File: src/sv/shsc_pkg.sv
// ----------------------------------------------------------------------------
// shsc_pkg: shared types and constants for the half/single converter
// Flag bit positions, lane result struct and conversion opcodes.
// ----------------------------------------------------------------------------
`default_nettype none
package shsc_pkg;
   localparam int unsigned MaxLanes = 4;
   localparam int unsigned FlagW    = 5;

   typedef enum logic {
      OP_H2S = 1'b0,
      OP_S2H = 1'b1
   } op_type;

   localparam logic [FlagW-1:0] FL_INV = 5'h01;
   localparam logic [FlagW-1:0] FL_OVF = 5'h02;
   localparam logic [FlagW-1:0] FL_UNF = 5'h04;
   localparam logic [FlagW-1:0] FL_INX = 5'h08;
   localparam logic [FlagW-1:0] FL_IDN = 5'h10;

   localparam logic [31:0] DEF_NAN_S = 32'h7FC0_0000;
   localparam logic [31:0] INF_S     = 32'h7F80_0000;
   localparam logic [15:0] DEF_NAN_H = 16'h7E00;
   localparam logic [15:0] INF_H     = 16'h7C00;
   localparam logic [15:0] MAX_AHP   = 16'h7FFF;

   typedef struct packed {
      logic [31:0]      res;
      logic [FlagW-1:0] flags;
   } lane_res_type;
endpackage
`default_nettype wire

File: src/sv/shsc_lane.sv
// ----------------------------------------------------------------------------
// shsc_lane: one conversion lane
// Converts half to single or single to half and reports the lane's flags.
// ----------------------------------------------------------------------------
`default_nettype none
module shsc_lane (
   input  wire logic                  alt_half,
   input  wire shsc_pkg::op_type      op,
   input  wire logic [31:0]           src,
   output shsc_pkg::lane_res_type     out
);
   import shsc_pkg::*;

   // half to single
   logic [31:0] h2s_res;
   logic [4:0]  h2s_fl;
   logic        hs;
   logic [4:0]  hex;
   logic [9:0]  hfr;
   logic [3:0]  lz;
   logic [9:0]  hnorm;

   always_comb begin
      hs  = src[15];
      hex = src[14:10];
      hfr = src[9:0];
      lz  = 4'd0;
      for (int i = 0; i < 10; i++) begin
         if (hfr[i]) lz = 4'(9 - i);
      end
      hnorm   = 10'(hfr << (lz + 4'd1));
      h2s_fl  = '0;
      h2s_res = {hs, 8'(hex) + 8'd112, hfr, 13'd0};
      if (hex == 5'h1F && !alt_half) begin
         if (hfr == 10'd0) begin
            h2s_res = {hs, 31'd0} | INF_S;
         end else begin
            h2s_res = DEF_NAN_S;
            if (!hfr[9]) h2s_fl = FL_INV;
         end
      end else if (hex == 5'd0) begin
         if (hfr == 10'd0) h2s_res = {hs, 31'd0};
         // leading one at bit 9-lz gives exponent 113-lz-1
         else h2s_res = {hs, 8'd112 - 8'(lz), hnorm, 13'd0};
      end
   end

   // single to half
   logic [15:0] s2h_res;
   logic [4:0]  s2h_fl;
   logic        ss;
   logic [7:0]  sex;
   logic [22:0] sfr;
   logic [23:0] m;
   logic [7:0]  sh;
   logic [47:0] shv;
   logic [10:0] mant;
   logic [11:0] mant_r;
   logic        inexact, up, rbit, sbit;
   logic [7:0]  bexp;

   always_comb begin
      ss = src[31];
      sex = src[30:23];
      sfr = src[22:0];
      m = {1'b1, sfr};
      s2h_fl = '0;
      s2h_res = '0;
      sh = '0; shv = '0; mant = '0; rbit = 1'b0; sbit = 1'b0;
      inexact = 1'b0; up = 1'b0; bexp = '0; mant_r = '0;
      if (sex == 8'hFF) begin
         if (sfr != 23'd0) begin
            if (alt_half || !sfr[22]) s2h_fl = FL_INV;
            s2h_res = alt_half ? {ss, 15'd0} : DEF_NAN_H;
         end else if (alt_half) begin
            s2h_fl = FL_INV;
            s2h_res = {ss, 15'd0} | MAX_AHP;
         end else begin
            s2h_res = {ss, 15'd0} | INF_H;
         end
      end else if (sex == 8'd0) begin
         if (sfr != 23'd0) s2h_fl = FL_IDN;
         s2h_res = {ss, 15'd0};
      end else begin
         if (sex > 8'd112) begin
            bexp = sex - 8'd112;
            mant = m[23:13];
            rbit = m[12];
            sbit = |m[11:0];
         end else begin
            sh = 8'd126 - sex;
            // shift the significand down, keeping 24 bits below the point
            if (sh >= 8'd40) shv = 48'd0;
            else shv = {m, 24'd0} >> sh;
            mant = shv[34:24];
            rbit = shv[23];
            sbit = |shv[22:0] || (sh >= 8'd40);
         end
         inexact = rbit || sbit;
         up = rbit && (sbit || mant[0]);
         if (sex <= 8'd112 && inexact) s2h_fl = s2h_fl | FL_UNF;
         mant_r = {1'b0, mant} + {11'd0, up};
         if (sex <= 8'd112) begin
            if (mant_r == 12'h400) bexp = 8'd1;
         end else if (mant_r == 12'h800) begin
            bexp = bexp + 8'd1;
            mant_r = mant_r >> 1;
         end
         if (alt_half && bexp >= 8'd32) begin
            s2h_fl = s2h_fl | FL_INV;
            s2h_res = {ss, 15'd0} | MAX_AHP;
         end else if (!alt_half && bexp >= 8'd31) begin
            s2h_fl = s2h_fl | FL_OVF | FL_INX;
            s2h_res = {ss, 15'd0} | INF_H;
         end else begin
            if (inexact) s2h_fl = s2h_fl | FL_INX;
            s2h_res = {ss, bexp[4:0], mant_r[9:0]};
         end
      end
   end

   always_comb begin
      if (op == OP_H2S) begin
         out.res   = h2s_res;
         out.flags = h2s_fl;
      end else begin
         out.res   = {16'd0, s2h_res};
         out.flags = s2h_fl;
      end
   end
endmodule
`default_nettype wire

File: src/sv/shsc_merge.sv
// ----------------------------------------------------------------------------
// shsc_merge: flag merge
// ORs the lane flags and updates the sticky register on each transfer.
// ----------------------------------------------------------------------------
`default_nettype none
module shsc_merge #(
   parameter int unsigned LANES = 4
) (
   input  wire logic                                   clock,
   input  wire logic                                   reset,
   input  wire logic                                   load,
   input  wire logic                                   clear_sticky,
   input  wire shsc_pkg::lane_res_type [LANES-1:0]    lanes,
   output logic [shsc_pkg::FlagW-1:0]                  item_flags,
   output logic [shsc_pkg::FlagW-1:0]                  sticky_next
);
   import shsc_pkg::*;

   logic [FlagW-1:0] sticky_ff, sticky_in;

   always_comb begin
      item_flags = '0;
      for (int i = 0; i < LANES; i++) item_flags = item_flags | lanes[i].flags;
      sticky_in = (clear_sticky ? '0 : sticky_ff) | item_flags;
      sticky_next = sticky_in;
   end

   always_ff @(posedge clock) begin
      if (reset) sticky_ff <= '0;
      else if (load) sticky_ff <= sticky_in;
   end
endmodule
`default_nettype wire

File: src/sv/simd_half_single_convert.sv
// The result appears on rsp_* in the cycle after the input transfer.
// Throughput: one item per cycle unless stalled; all lanes convert in parallel.
// The output register is reloaded whenever it is empty or being taken.
// Reset clears alt_ff, the merge's sticky flags and the output valid.
// ----------------------------------------------------------------------------
// simd_half_single_convert: four-lane binary16/binary32 converter
// Parallel conversion lanes, a flag merge and a registered result stage.
// ----------------------------------------------------------------------------
`default_nettype none
module simd_half_single_convert #(
   parameter int unsigned LANES = 4
) (
   input  wire logic        clock,
   input  wire logic        reset,
   input  wire logic        req_valid,
   output logic             req_stall,
   input  wire logic        req_op,
   input  wire logic [31:0] req_src_lane0,
   input  wire logic [31:0] req_src_lane1,
   input  wire logic [31:0] req_src_lane2,
   input  wire logic [31:0] req_src_lane3,
   input  wire logic        req_clear_sticky,
   output logic             rsp_valid,
   input  wire logic        rsp_stall,
   output logic [31:0]      rsp_res_lane0,
   output logic [31:0]      rsp_res_lane1,
   output logic [31:0]      rsp_res_lane2,
   output logic [31:0]      rsp_res_lane3,
   output logic [4:0]       rsp_item_flags,
   output logic [4:0]       rsp_sticky_out,
   input  wire logic        psel,
   input  wire logic        penable,
   input  wire logic        pwrite,
   input  wire logic [1:0]  paddr,
   input  wire logic [31:0] pwdata,
   output logic [31:0]      prdata,
   output logic             pready
);
   import shsc_pkg::*;

   localparam logic [1:0] ADDR_ALT = 2'd0;

   logic alt_ff;
   assign pready = 1'b1;
   assign prdata = (paddr == ADDR_ALT) ? {31'd0, alt_ff} : 32'd0;
   always_ff @(posedge clock) begin
      if (reset) alt_ff <= 1'b0;
      else if (psel && penable && pwrite && paddr == ADDR_ALT) alt_ff <= pwdata[0];
   end

   logic [MaxLanes-1:0][31:0] src;
   assign src = {req_src_lane3, req_src_lane2, req_src_lane1, req_src_lane0};

   lane_res_type [LANES-1:0] lres;
   for (genvar g = 0; g < LANES; g++) begin : g_lane
      shsc_lane u_lane (
         .alt_half (alt_ff),
         .op       (op_type'(req_op)),
         .src      (src[g]),
         .out      (lres[g])
      );
   end

   logic             load;
   logic [FlagW-1:0] flags, sticky_next;
   assign req_stall = rsp_valid && rsp_stall;
   assign load = req_valid && !req_stall;

   shsc_merge #(.LANES(LANES)) u_merge (
      .clock        (clock),
      .reset        (reset),
      .load         (load),
      .clear_sticky (req_clear_sticky),
      .lanes        (lres),
      .item_flags   (flags),
      .sticky_next  (sticky_next)
   );

   logic valid_ff;
   logic [MaxLanes-1:0][31:0] res_ff;
   logic [FlagW-1:0] flags_ff, sticky_ff;

   always_ff @(posedge clock) begin
      if (reset) valid_ff <= 1'b0;
      else if (!req_stall) valid_ff <= req_valid;
   end

   always_ff @(posedge clock) begin
      if (load) begin
         for (int i = 0; i < MaxLanes; i++)
            res_ff[i] <= (i < LANES) ? lres[i].res : 32'd0;
         flags_ff  <= flags;
         sticky_ff <= sticky_next;
      end
   end

   assign rsp_valid      = valid_ff;
   assign rsp_res_lane0  = res_ff[0];
   assign rsp_res_lane1  = res_ff[1];
   assign rsp_res_lane2  = res_ff[2];
   assign rsp_res_lane3  = res_ff[3];
   assign rsp_item_flags = flags_ff;
   assign rsp_sticky_out = sticky_ff;

`ifndef SYNTHESIS
   a_item_in_sticky: assert property (@(posedge clock) disable iff (reset)
      rsp_valid |-> ((rsp_item_flags & ~rsp_sticky_out) == 5'd0))
      else $error("item flags missing from sticky flags");
   a_hold_stalled: assert property (@(posedge clock) disable iff (reset)
      (rsp_valid && rsp_stall) |=> (rsp_valid && $stable(rsp_sticky_out)))
      else $error("stalled result changed");
   a_fill: assert property (@(posedge clock) disable iff (reset)
      (req_valid && !req_stall) |=> rsp_valid)
      else $error("accepted item produced no result");
`endif
endmodule
`default_nettype wire

File: config.mk
export PLATFORM = sky130hd
export DESIGN_NAME = simd_half_single_convert
export DESIGN_NICKNAME = d
export VERILOG_FILES = /design/src/sv/shsc_pkg.sv /design/src/sv/shsc_lane.sv /design/src/sv/shsc_merge.sv /design/src/sv/simd_half_single_convert.sv
export SDC_FILE = /design/constraint.sdc
export NUM_CORES = 1
export LEC_CHECK = 0
export ABC_AREA = 1
export ABC_CLOCK_PERIOD_IN_PS = 12200
export BUFFER_PORTS_ARGS = -buffer_cell sky130_fd_sc_hd__buf_2
export CAP_MARGIN = 40
export CORE_AREA = 5 5 192 194
export DETAILED_ROUTE_END_ITERATION = 7
export DIE_AREA = 0 0 197 199
export HOLD_SLACK_MARGIN = 0.03
export PLACE_DENSITY_LB_ADDON = 0.25
export SYNTH_ARGS = -nofsm -noshare
export SYNTH_HDL_FRONTEND = slang
export SYNTH_SLANG_ARGS = --single-unit
File: constraint.sdc
create_clock -name clock -period 12.2 [get_ports clock]
set_input_delay 1.83 -clock clock [delete_from_list [all_inputs] [get_ports clock]]
set_output_delay 1.83 -clock clock [all_outputs]
set_load 0.01 [all_outputs]
# Word-level counts from Yosys, hierarchy flattened
# Index checks and enable logic that the tools add are counted.
# classes
add_sub_neg,28
bitwise_logic,4
shifts,8
mux,231
order_cmp,20
eq_ne,16
reduce_logical,72
# ops
op,n
2-to-1 mux 35 bit,16
2-to-1 mux 32 bit,8
2-to-1 mux 8 bit,32
2-to-1 mux 31 bit,8
2-to-1 mux 16 bit,12
>> shifter 48 x 8 -> 35 bit,4
2-to-1 mux 15 bit,12
2-to-1 mux 4 bit,44
2-to-1 mux 5 bit,31
2-to-1 mux 11 bit,12
2-to-1 mux 10 bit,12
nonzero test 23 bit,4
OR reduction 23 bit,4
2-to-1 mux 21 bit,4
"greater-or-equal comparator 8 x 6 -> 1 bit, second input constant",8
adder 11 x 1 -> 12 bit,4
"equality test 12 x 11 -> 1 bit, second input constant",4
"equality test 12 bit, second input constant",4
OR reduction 12 bit,4
zero test 10 bit,4
left shift 10 x 4 -> 10 bit,4
2-to-1 mux 1 bit,36
"adder 5 x 7 -> 8 bit, second input constant",4
"adder 8 x 1 -> 8 bit, second input constant",4
17 further kinds,100
# totals
ff_bits,145
out_inout_bits,173
input_bits,171

# Depth between registers and ports, before layout
# Gate-level depths: netlist of run 1.
# depth
ltp_word,30
depth_mapped,45

# Cells and area by module
# A second synthesis of run 1 with hierarchy kept.
# unflattened
hier_cells,3647
hier_area_um2,21375.5
# modules_own_cells
mod,n_inst,area_per_inst_um2,cells_per_inst,seq_area_each_um2
simd_half_single_convert,1,4504.3,190,4184.0
shsc_lane (g_lane[3].u_lane),1,4262.8,898,0.0
shsc_lane (g_lane[2].u_lane),1,4254.1,861,0.0
shsc_lane (g_lane[0].u_lane),1,4015.1,844,0.0
shsc_lane (g_lane[1].u_lane),1,3992.6,806,0.0
shsc_merge,1,346.6,48,100.1

# Worst setup path after synthesis of run 1
# No wires, ideal clock.
# synth_path
path_type,input-to-reg
from,input port rsp_stall
to,register u_merge.sticky_ff[0]
arrival_time_ps,9131
n_path_buf,0
stages,7
path_slack_ps,3012
setup_time_ps,57
t_required_ps,12143
path_cell_list,nand2_1 inv_1 nor2_1 inv_1 a21oi_1 o21ai_2 inv_1
# synth_via
elab_chain_len,3
# synth_lines
element,line,source
start: declaration,simd_half_single_convert.sv:24,"input wire logic rsp_stall,"
logical AND 1 bit,simd_half_single_convert.sv:66,assign req_stall = rsp_valid && rsp_stall;
net req_stall,simd_half_single_convert.sv:16,"output logic req_stall,"
zero test 1 bit,n/a,
logical AND 1 bit,simd_half_single_convert.sv:67,assign load = req_valid && !req_stall;
net load,simd_half_single_convert.sv:64,logic load;
end signal: assignment,shsc_merge.sv:30,else if (load) sticky_ff <= sticky_in;
end: declaration,shsc_merge.sv:19,"logic [FlagW-1:0] sticky_ff, sticky_in;"
# The timed path passes the listed nets, and every way through them passes these cells.
# A chain may end at the register's enable or synchronous reset.

==> load_flow_metrics.sql, run 1 <==
INSERT INTO impl_metrics (metric_group, metric, value, unit) VALUES
('critical_path', 'worstReg2RegStart', 'alt_ff$_SDFFE_PP0P_', ''),
('detailed_routing', 'post_drt_wl_per_cell', '16.9', 'um'),
('logic_synthesis', 'syn_inst', '3547', ''),
('global_routing', 'grt_first_pass_wirelength', '113', 'mm'),
('global_routing', 'grt_use_met1', '47.3', '%'),
('timing', 'setup_viol', '0', ''),
('finish', 'area_delta_synth_final', '9.34', '%'),
('timing', 'max_freq', '131', 'MHz'),
('power', 'vdd_ir_drop_max', '0.000109', 'V'),
('timing', 'grt_setup_unrepaired', 'no', ''),
('die', 'die-width', '197', 'um'),
('logic_synthesis', 'yosys_register_bits', '141', ''),
('die', 'die_height', '199', 'um'),
('critical_path', 'critPathMaxStageDelay', '0.70', 'ns'),
('finish', 'layout-drive-gt1-share', '12.8', '%'),
('global_routing', 'grt.total_usage', '34.9', '%'),
('critical_path', 'setup.worst_path.class', 'primary input to flop', ''),
('critical_path', 'critPathLaunch', 'req_src_lane0[23]', ''),
('critical_path', 'setup.worst_path.start_class', 'primary input', ''),
('status', 'status', 'finished, final reports clean', ''),
('critical_path', 'worst-r2r-setup-slack', '9.16', 'ns'),
('critical_path', 'timing.critical_path.slowest_stage_cell', 'clkinv_1', ''),
('critical_path', 'timing.critical_path.fanout_max', '27', ''),
('critical_path', 'timing.critical_path.to', 'rsp_res_lane0[13]$_DFFE_PP_', ''),
('detailed_routing', 'first_pass_iters', '8', ''),
('timing', 'timing_max_transition_violations_final', '0', ''),
('clocking', 'cts.sinks', '141', ''),
('die', 'placeableCoreArea', '0.0351', 'mm2'),
('power', 'leakage', '11.4', 'nW'),
('job', 'maxCapViolations', '0', ''),
('clocking', 'cts.repair.resized', '0', ''),
('placed_design', 'gp_congestion', '1.00', ''),
('finish', 'multiInputGateArea', '0.0140', 'mm2'),
('clocking', 'clockBufferDepth', '2', ''),
('finish', 'finalNetCount', '3935', ''),
('global_routing', 'grt_start_max_net_pins', '68', ''),
('clocking', 'post_cts.repair.setup_buffers', '0', ''),
('detailed_routing', 'ant_nets', '0', ''),
('clocking', 'ctsHoldBuffers', '0', ''),
('die', 'core.rowCount', '69', ''),
('die', 'floorplan.initialDensity', '58.2', '%'),
('critical_path', 'timing.critical_path.arrival', '7.80', 'ns'),
('timing', 'timing_hold_violations_final', '0', ''),
('finish', 'final.fill_count', '3635', ''),
('global_routing', 'grt_antenna_before_repair', '11', ''),
('critical_path', 'reg2regPathDepth', '9', ''),
('critical_path', 'timing.critical_path.to_type', 'flop', ''),
('placed_design', 'dpl.hpwl', '54.6', 'mm'),
('logic_synthesis', 'synth_ff_type', 'edfxtp_1', ''),
('detailed_routing', 'wl', '71.2', 'mm'),
('power', 'powerDensity', '86.0', 'mW/mm2'),
('placed_design', 'port-buffer-count', '280', ''),
('detailed_routing', 'drc', '0', ''),
('global_routing', 'globalRouteOverflowTotal', '0', ''),
('clocking', 'clk_root_buffer_cell', 'clkbuf_16', ''),
('global_routing', 'grt_pass1_vias', '22100', ''),
('die', 'floorplan.die_area', '0.0392', 'mm2'),
('power', 'total_power', '1.92', 'mW'),
('global_routing', 'grt_util_met3', '6.76', '%'),
('timing', 'worst_clock_skew', '0.0101', 'ns'),
('logic_synthesis', 'ys_seq_area_share', '20.4', '%'),
('finish', 'regArea', '0.00416', 'mm2'),
('clocking', 'worst_skew_pair.late_latency', '0.45', 'ns'),
('global_routing', 'routing_layer_with_the_top_usage_in_global_route', 'met2', ''),
('logic_synthesis', 'mapped_cell_area', '0.0204', 'mm2'),
('detailed_routing', 'drt_iter0_markers', '2450', ''),
('timing', 'maxSlewHeadroom', '38.2', '%'),
('clocking', 'tritoncts', 'done', ''),
('clocking', 'tritoncts.num_buffers', '17', ''),
('hold_path', 'hold_class', 'flop to flop', ''),
('logic_synthesis', 'asyncSetResetFlopFracSynth', '0', '%');
power by group:
group          switching (mW)  internal [mW]
sequential             0.0127          0.573
clock                   0.227          0.261
combinational           0.589          0.255
worst min-delay path by stage:
stage | from | to | slack, ns | cells past startpoint
floorplan | rsp_valid$_SDFFE_PP0N_ | rsp_valid$_SDFFE_PP0N_ | 0.49 | 2
global placement | rsp_valid$_SDFFE_PP0N_ | rsp_valid$_SDFFE_PP0N_ | 0.46 | 2
detailed placement | rsp_valid$_SDFFE_PP0N_ | rsp_valid$_SDFFE_PP0N_ | 0.48 | 2
CTS | rsp_valid$_SDFFE_PP0N_ | rsp_valid$_SDFFE_PP0N_ | 0.49 | 2
global route | rsp_valid$_SDFFE_PP0N_ | rsp_valid$_SDFFE_PP0N_ | 0.53 | 2
finish | rsp_valid$_SDFFE_PP0N_ | rsp_valid$_SDFFE_PP0N_ | 0.49 | 2
state kept, by name, indices dropped and copies added, names as in the netlist:
register,count
rsp_res_lane2,31
rsp_res_lane1,31
rsp_item_flags,5
rsp_sticky_out,5
rsp_res_lane0,31
u_merge.sticky_ff,5
alt_ff,1
rsp_valid,1
rsp_res_lane3,31
per-stage QoR:
step / instance area, um2 / hold slack, ns / worst slack [ns] / std cells / utilization, %
final: 22300 / 0.495 / 4.59 / 4201 / 63.6
after global routing: 22300 / 0.532 / 3.93 / 4199 / 63.6
after CTS: 22300 / 0.489 / 4.74 / 4194 / 63.6
after detailed placement: 21800 / 0.481 / 4.27 / 4162 / 62.1
after global placement: 21700 / 0.465 / 4.27 / 4160 / 62.0
after floorplan: 20500 / 0.492 / 3.01 / 3577 / -
Yosys cell counts, types with 20 or more instances:
cell type  instances  area (um2)
o211ai_1          21         158
nor2_2            25         156
nand4_1          101         632
nor4_1            20         125
buf_4             39         293
nand2_2           21         131
clkbuf_1          78         293
o21ai_1           23         115
nand2_1         1112        4170
nor2_1           291        1090
nor3_1            35         175
buf_2             30         150
edfxtp_1         134        4020
xor2_1            41         359
inv_1            346        1300
a21oi_1          153         766
ha_1              44         551
buf_1             22        82.6
nand3_1          622        3110
o21ai_0          165         826
inv_2             27         101
cell families (layout without fill, tap and decap cells):
logic type                 count (synthesis)  after routing  synth area share [%]
buffers and inverters                    563            719                  11.7
and+or+nand+nor                         2282           2282                  49.7
adders and majority gates                 44             44                  2.70
AOI/OAI and AO/OA                        457            457                  12.8
xor gates and xnor gates                  58             58                  2.67
other                                      2             39                0.0368
DFF                                      141            141                  20.4
critical path: cells and delay by family:
| family | cells | cell delay (ns) |
|---|---|---|
| simple gates | 18 | 2.58 |
| buf+inv | 7 | 2.10 |
| fa+ha+maj | 2 | 0.66 |
| compound gates | 2 | 0.41 |
| xor+xnor | 1 | 0.20 |
layout by cell type, fill, tap and decap left out, drive strengths merged, types with 8 or more instances in the layout:
cell / n
o211ai: 23
nor2: 333
a22oi: 9
a31oi: 19
o21ai: 203
xor2: 46
xnor2: 12
nand2: 1135
buf: 303
inv: 377
nand3b: 8
edfxtp: 134
clkinv: 19
clkbuf: 19
nand4: 101
nor3: 35
nand3: 638
a21oi: 155
nor4: 21
o22ai: 9
ha: 44
conb: 32
per-layer routing:
layer,part of all wire (%),vias up
li1,-,12200
met1,41,11100
met2,44,1281
met3,11,163
met4,3.4,8
met5,0.086,-
layout make-up:
| cell class | instances | share of cell area (%) |
|---|---|---|
| timing repair buffer | 303 | 7.13 |
| tap | 461 | 2.59 |
| sequential | 141 | 18.7 |
| inverter | 384 | 6.49 |
| multi-input combinational | 2873 | 62.7 |
| antenna | 7 | 0.0786 |
| clock inverter | 13 | 0.426 |
| clock buffer | 19 | 1.94 |
Note: power is estimated with default switching activity, not from simulation.
==> run 2: changes to the inputs <==
ABC_AREA = 0   (was 1)
ABC_CLOCK_PERIOD_IN_PS = 6300   (was 12200)
CORE_AREA = 5 5 206 208   (was 5 5 192 194)
DIE_AREA = 0 0 211 213   (was 0 0 197 199)
clock period = 6.3 ns   (was 12.2 ns; I/O delays follow)
==> run 2 against run 1 <==
Clock-buffer cell count decreased by 1. Routed wire length grew 16%. Total power increased by 110%. Core utilization fell by 4.1 points. Sequential power is 93% higher. Via count decreased by 4.1%. Critical path type unchanged. Critical endpoint is now rsp_res_lane1[6]$_SDFFCE_PN0P_.
==> load_flow_metrics.sql, run 2 <==
INSERT INTO impl_metrics (metric_group, metric, value, unit) VALUES
('clocking', 'cts.repair.resized', '0', ''),
('finish', 'layout-drive-gt1-share', '22.1', '%'),
('die', 'core.rowCount', '74', ''),
('placed_design', 'detailedPlace.worstSlack', '0.170', 'ns'),
('detailed_routing', 'first_pass_iters', '8', ''),
('finish', 'area_delta_synth_final', '11.9', '%'),
('logic_synthesis', 'mapped_cell_area', '0.0215', 'mm2'),
('timing', 'grt_setup_unrepaired', 'no', ''),
('logic_synthesis', 'synth_ff_type', 'edfxtp_1', ''),
('timing', 'final_period_minus_worst_setup_slack', '5.74', 'ns'),
('timing', 'setup_ws', '0.559', 'ns'),
('logic_synthesis', 'netlist-cell-type-count', '115', ''),
('timing', 'timing_max_transition_violations_final', '0', ''),
('critical_path', 'worst-r2r-setup-slack', '3.64', 'ns'),
('placed_design', 'dpl.hpwl', '63.9', 'mm'),
('logic_synthesis', 'ys_seq_area_share', '19.4', '%'),
('status', 'status', 'finished, final reports clean', ''),
('hold_path', 'hold_start', 'u_merge.sticky_ff[4]$_SDFFE_PP0P_', ''),
('logic_synthesis', 'synthTopCellsByCount', 'nor2_1, nand2_1, a21oi_1', ''),
('global_routing', 'grt_pass1_vias', '22400', ''),
('logic_synthesis', 'yosys-top-cells-area', 'edfxtp_1, mux2i_1, nor2_1', ''),
('clocking', 'worst_skew_pair.late_latency', '0.45', 'ns'),
('clocking', 'clockBufferDepth', '2', ''),
('clocking', 'clock_tree.htree_level_count', '4', ''),
('power', 'powerDensity', '164', 'mW/mm2'),
('logic_synthesis', 'synthesis.yosys.warnings', '0', ''),
('die', 'placeableCoreArea', '0.0404', 'mm2'),
('global_routing', 'grt.total_usage', '34.9', '%'),
('clocking', 'post_cts.repair.setup_buffers', '0', ''),
('power', 'leakage', '9.64', 'nW'),
('logic_synthesis', 'synthesis.area_per_instance', '7.77', 'um2'),
('global_routing', 'grt_antenna_before_repair', '7', ''),
('die', 'floorplan.initialDensity', '53.2', '%'),
('job', 'maxCapViolations', '0', ''),
('critical_path', 'setup.worst_path.class', 'primary input to flop', ''),
('critical_path', 'timing.critical_path.fanout_max', '10', ''),
('clocking', 'cts.reportedPaths.clkPinSlew', '0.07', 'ns'),
('clocking', 'cts.sinks', '141', ''),
('timing', 'maxSlewHeadroom', '36.9', '%'),
('critical_path', 'cp_data_required_time', '6.51', 'ns'),
('die', 'floorplan.die_area', '0.0449', 'mm2'),
('detailed_routing', 'drc', '0', ''),
('global_routing', 'grt_first_pass_wirelength', '126', 'mm'),
('logic_synthesis', 'yosys_register_bits', '141', ''),
('clocking', 'tritoncts', 'done', ''),
('critical_path', 'worstReg2RegStart', 'alt_ff$_SDFFE_PP0P_', ''),
('logic_synthesis', 'synth_largest_area_cell', 'edfxtp_1', ''),
('hold_path', 'hold_class', 'flop to flop', ''),
('global_routing', 'globalRouteOverflowTotal', '0', ''),
('finish', 'commonest_non_fill_non_tap_cells_in_the_layout', 'nor2_1, buf_2, nand2_1, a21oi_1, mux2i_1', ''),
('critical_path', 'timing.critical_path.to_type', 'flop', ''),
('timing', 'setup_tns', '0', 'ns'),
('critical_path', 'rr_endpoint', 'u_merge.sticky_ff[0]$_SDFFE_PP0P_', ''),
('clocking', 'tritoncts.num_buffers', '17', ''),
('hold_path', 'hold_depth', '2', ''),
('detailed_routing', 'drt_iter0_markers', '2824', ''),
('critical_path', 'reg2regPathDepth', '6', ''),
('detailed_routing', 'wl', '82.4', 'mm'),
('critical_path', 'setup.worst_path.start_class', 'primary input', ''),
('detailed_routing', 'avgViaCountPerCell', '6.74', ''),
('global_routing', 'grt_start_max_net_pins', '78', ''),
('detailed_routing', 'dr_total_vias', '23700', ''),
('logic_synthesis', 'synth.top_cell.area_share', '18.7', '%'),
('detailed_routing', 'ant_nets', '0', ''),
('logic_synthesis', 'syn_inst', '2763', ''),
('finish', 'most_common_cell_after_layout_fill_and_taps_aside', 'nor2_1', ''),
('die', 'die_height', '213', 'um'),
('clocking', 'clk_root_buffer_cell', 'clkbuf_16', ''),
('logic_synthesis', 'asyncSetResetFlopFracSynth', '0', '%'),
('placed_design', 'port-buffer-count', '280', ''),
('timing', 'timing_hold_violations_final', '0', ''),
('critical_path', 'timing.critical_path.arrival', '5.96', 'ns'),
('placed_design', 'gp_congestion', '1.01', ''),
('die', 'io_pins', '344', ''),
('finish', 'finalNetCount', '3182', ''),
('timing', 'worst_slew_pin_slew', '0.944', 'ns'),
('logic_synthesis', 'synth_enable_flop_cells', '134', ''),
('power', 'vdd_ir_drop_max', '0.000210', 'V'),
('detailed_routing', 'post_drt_wl_per_cell', '23.5', 'um'),
('logic_synthesis', 'synth.most_common_cell', 'nor2_1', ''),
('hold_path', 'hold_end', 'u_merge.sticky_ff[4]$_SDFFE_PP0P_', ''),
('timing', 'setup_viol', '0', ''),
('clocking', 'ctsHoldBuffers', '0', ''),
('timing', 'worst_clock_skew', '0.00941', 'ns'),
('timing', 'max_freq', '174', 'MHz'),
('die', 'die-width', '211', 'um'),
('timing', 'final_clock_period_utilization_by_the_worst_path', '91.1', '%');
==> run 2: per-layer routing <==
layer,GRT usage (%),up-vias,wire (um)
met4,11.4,12,2580
li1,-,10800,-
met3,8.23,191,9400
met5,0,-,81
met1,46.0,11200,32300
met2,56.9,1420,38000
==> run 2: cell type report <==
| class | instances | area [um2] |
|---|---|---|
| multi-input combinational | 2299 | 15800 |
| tap | 532 | 666 |
| timing repair buffer | 423 | 2560 |
| clock buffer | 18 | 429 |
| fill | 3746 | 16300 |
| clock inverter | 14 | 130 |
| sequential | 141 | 4170 |
| inverter | 85 | 324 |
| antenna | 1 | 2.50 |
==> run 2: worst max path at each step <==
| stage | slack, ns | endpoint | startpoint |
|---|---|---|---|
| after floorplan | 0.07 | rsp_res_lane1[2]$_SDFFCE_PN0P_ | req_src_lane1[23] |
| after global placement | 0.27 | rsp_res_lane1[7]$_SDFFCE_PN0P_ | req_src_lane1[23] |
| after detailed placement | 0.17 | rsp_sticky_out[3]$_DFFE_PP_ | req_src_lane3[23] |
| after CTS | 0.65 | rsp_sticky_out[3]$_DFFE_PP_ | req_src_lane3[23] |
| after global routing | 0.24 | rsp_sticky_out[3]$_DFFE_PP_ | req_src_lane3[24] |
| final | 0.56 | rsp_res_lane1[6]$_SDFFCE_PN0P_ | req_src_lane1[23] |
==> run 2: cells by family after synthesis <==
group                      synth area share (%)
AOI/OAI and AO/OA                          25.5
buffers and inverters                      7.79
DFF                                        19.4
xor gates and xnor gates                   4.04
muxes                                      15.9
other                                    0.0350
adders and majority gates                  2.56
and+or+nand+nor                            24.8
==> run 2: metrics by stage <==
| stage | instance area, um2 | hold slack (ns) | power [mW] | instances | util [%] |
|---|---|---|---|---|---|
| global placement | 23400 | 0.443 | 2.89 | 3473 | 58.0 |
| floorplan | 21600 | 0.426 | 2.36 | 2793 | - |
| global route | 24000 | 0.520 | 4.12 | 3513 | 59.6 |
| detailed placement | 23500 | 0.457 | 2.91 | 3480 | 58.2 |
| finish | 24000 | 0.472 | 3.93 | 3513 | 59.6 |
| CTS | 24000 | 0.470 | 3.90 | 3512 | 59.6 |
==> run 2: report_power, final <==
group	switching, mW	internal, mW	leakage (nW)
Combinational	1.13	0.682	7.98
Clock	0.438	0.548	0.264
Sequential	0.0250	1.11	1.39
==> run 2: worst max-delay path, cell delays in order <==
cell and delay, ns:
buf_2 0.12, ha_1 0.26, xor2_4 0.41, buf_4 0.25, nor2_1 0.07, a22o_1 0.22
nor4_1 0.29, o21ai_1 0.19, o31a_1 0.31, inv_2 0.08, ha_1 0.13, inv_1 0.06
a21oi_1 0.14, nand2_1 0.19, nor4_4 0.25, nand4_4 0.13, or4_1 0.44, a211o_1 0.31
or4_4 0.44, o21bai_2 0.31, buf_4 0.19, nor2_1 0.04, o21a_1 0.16
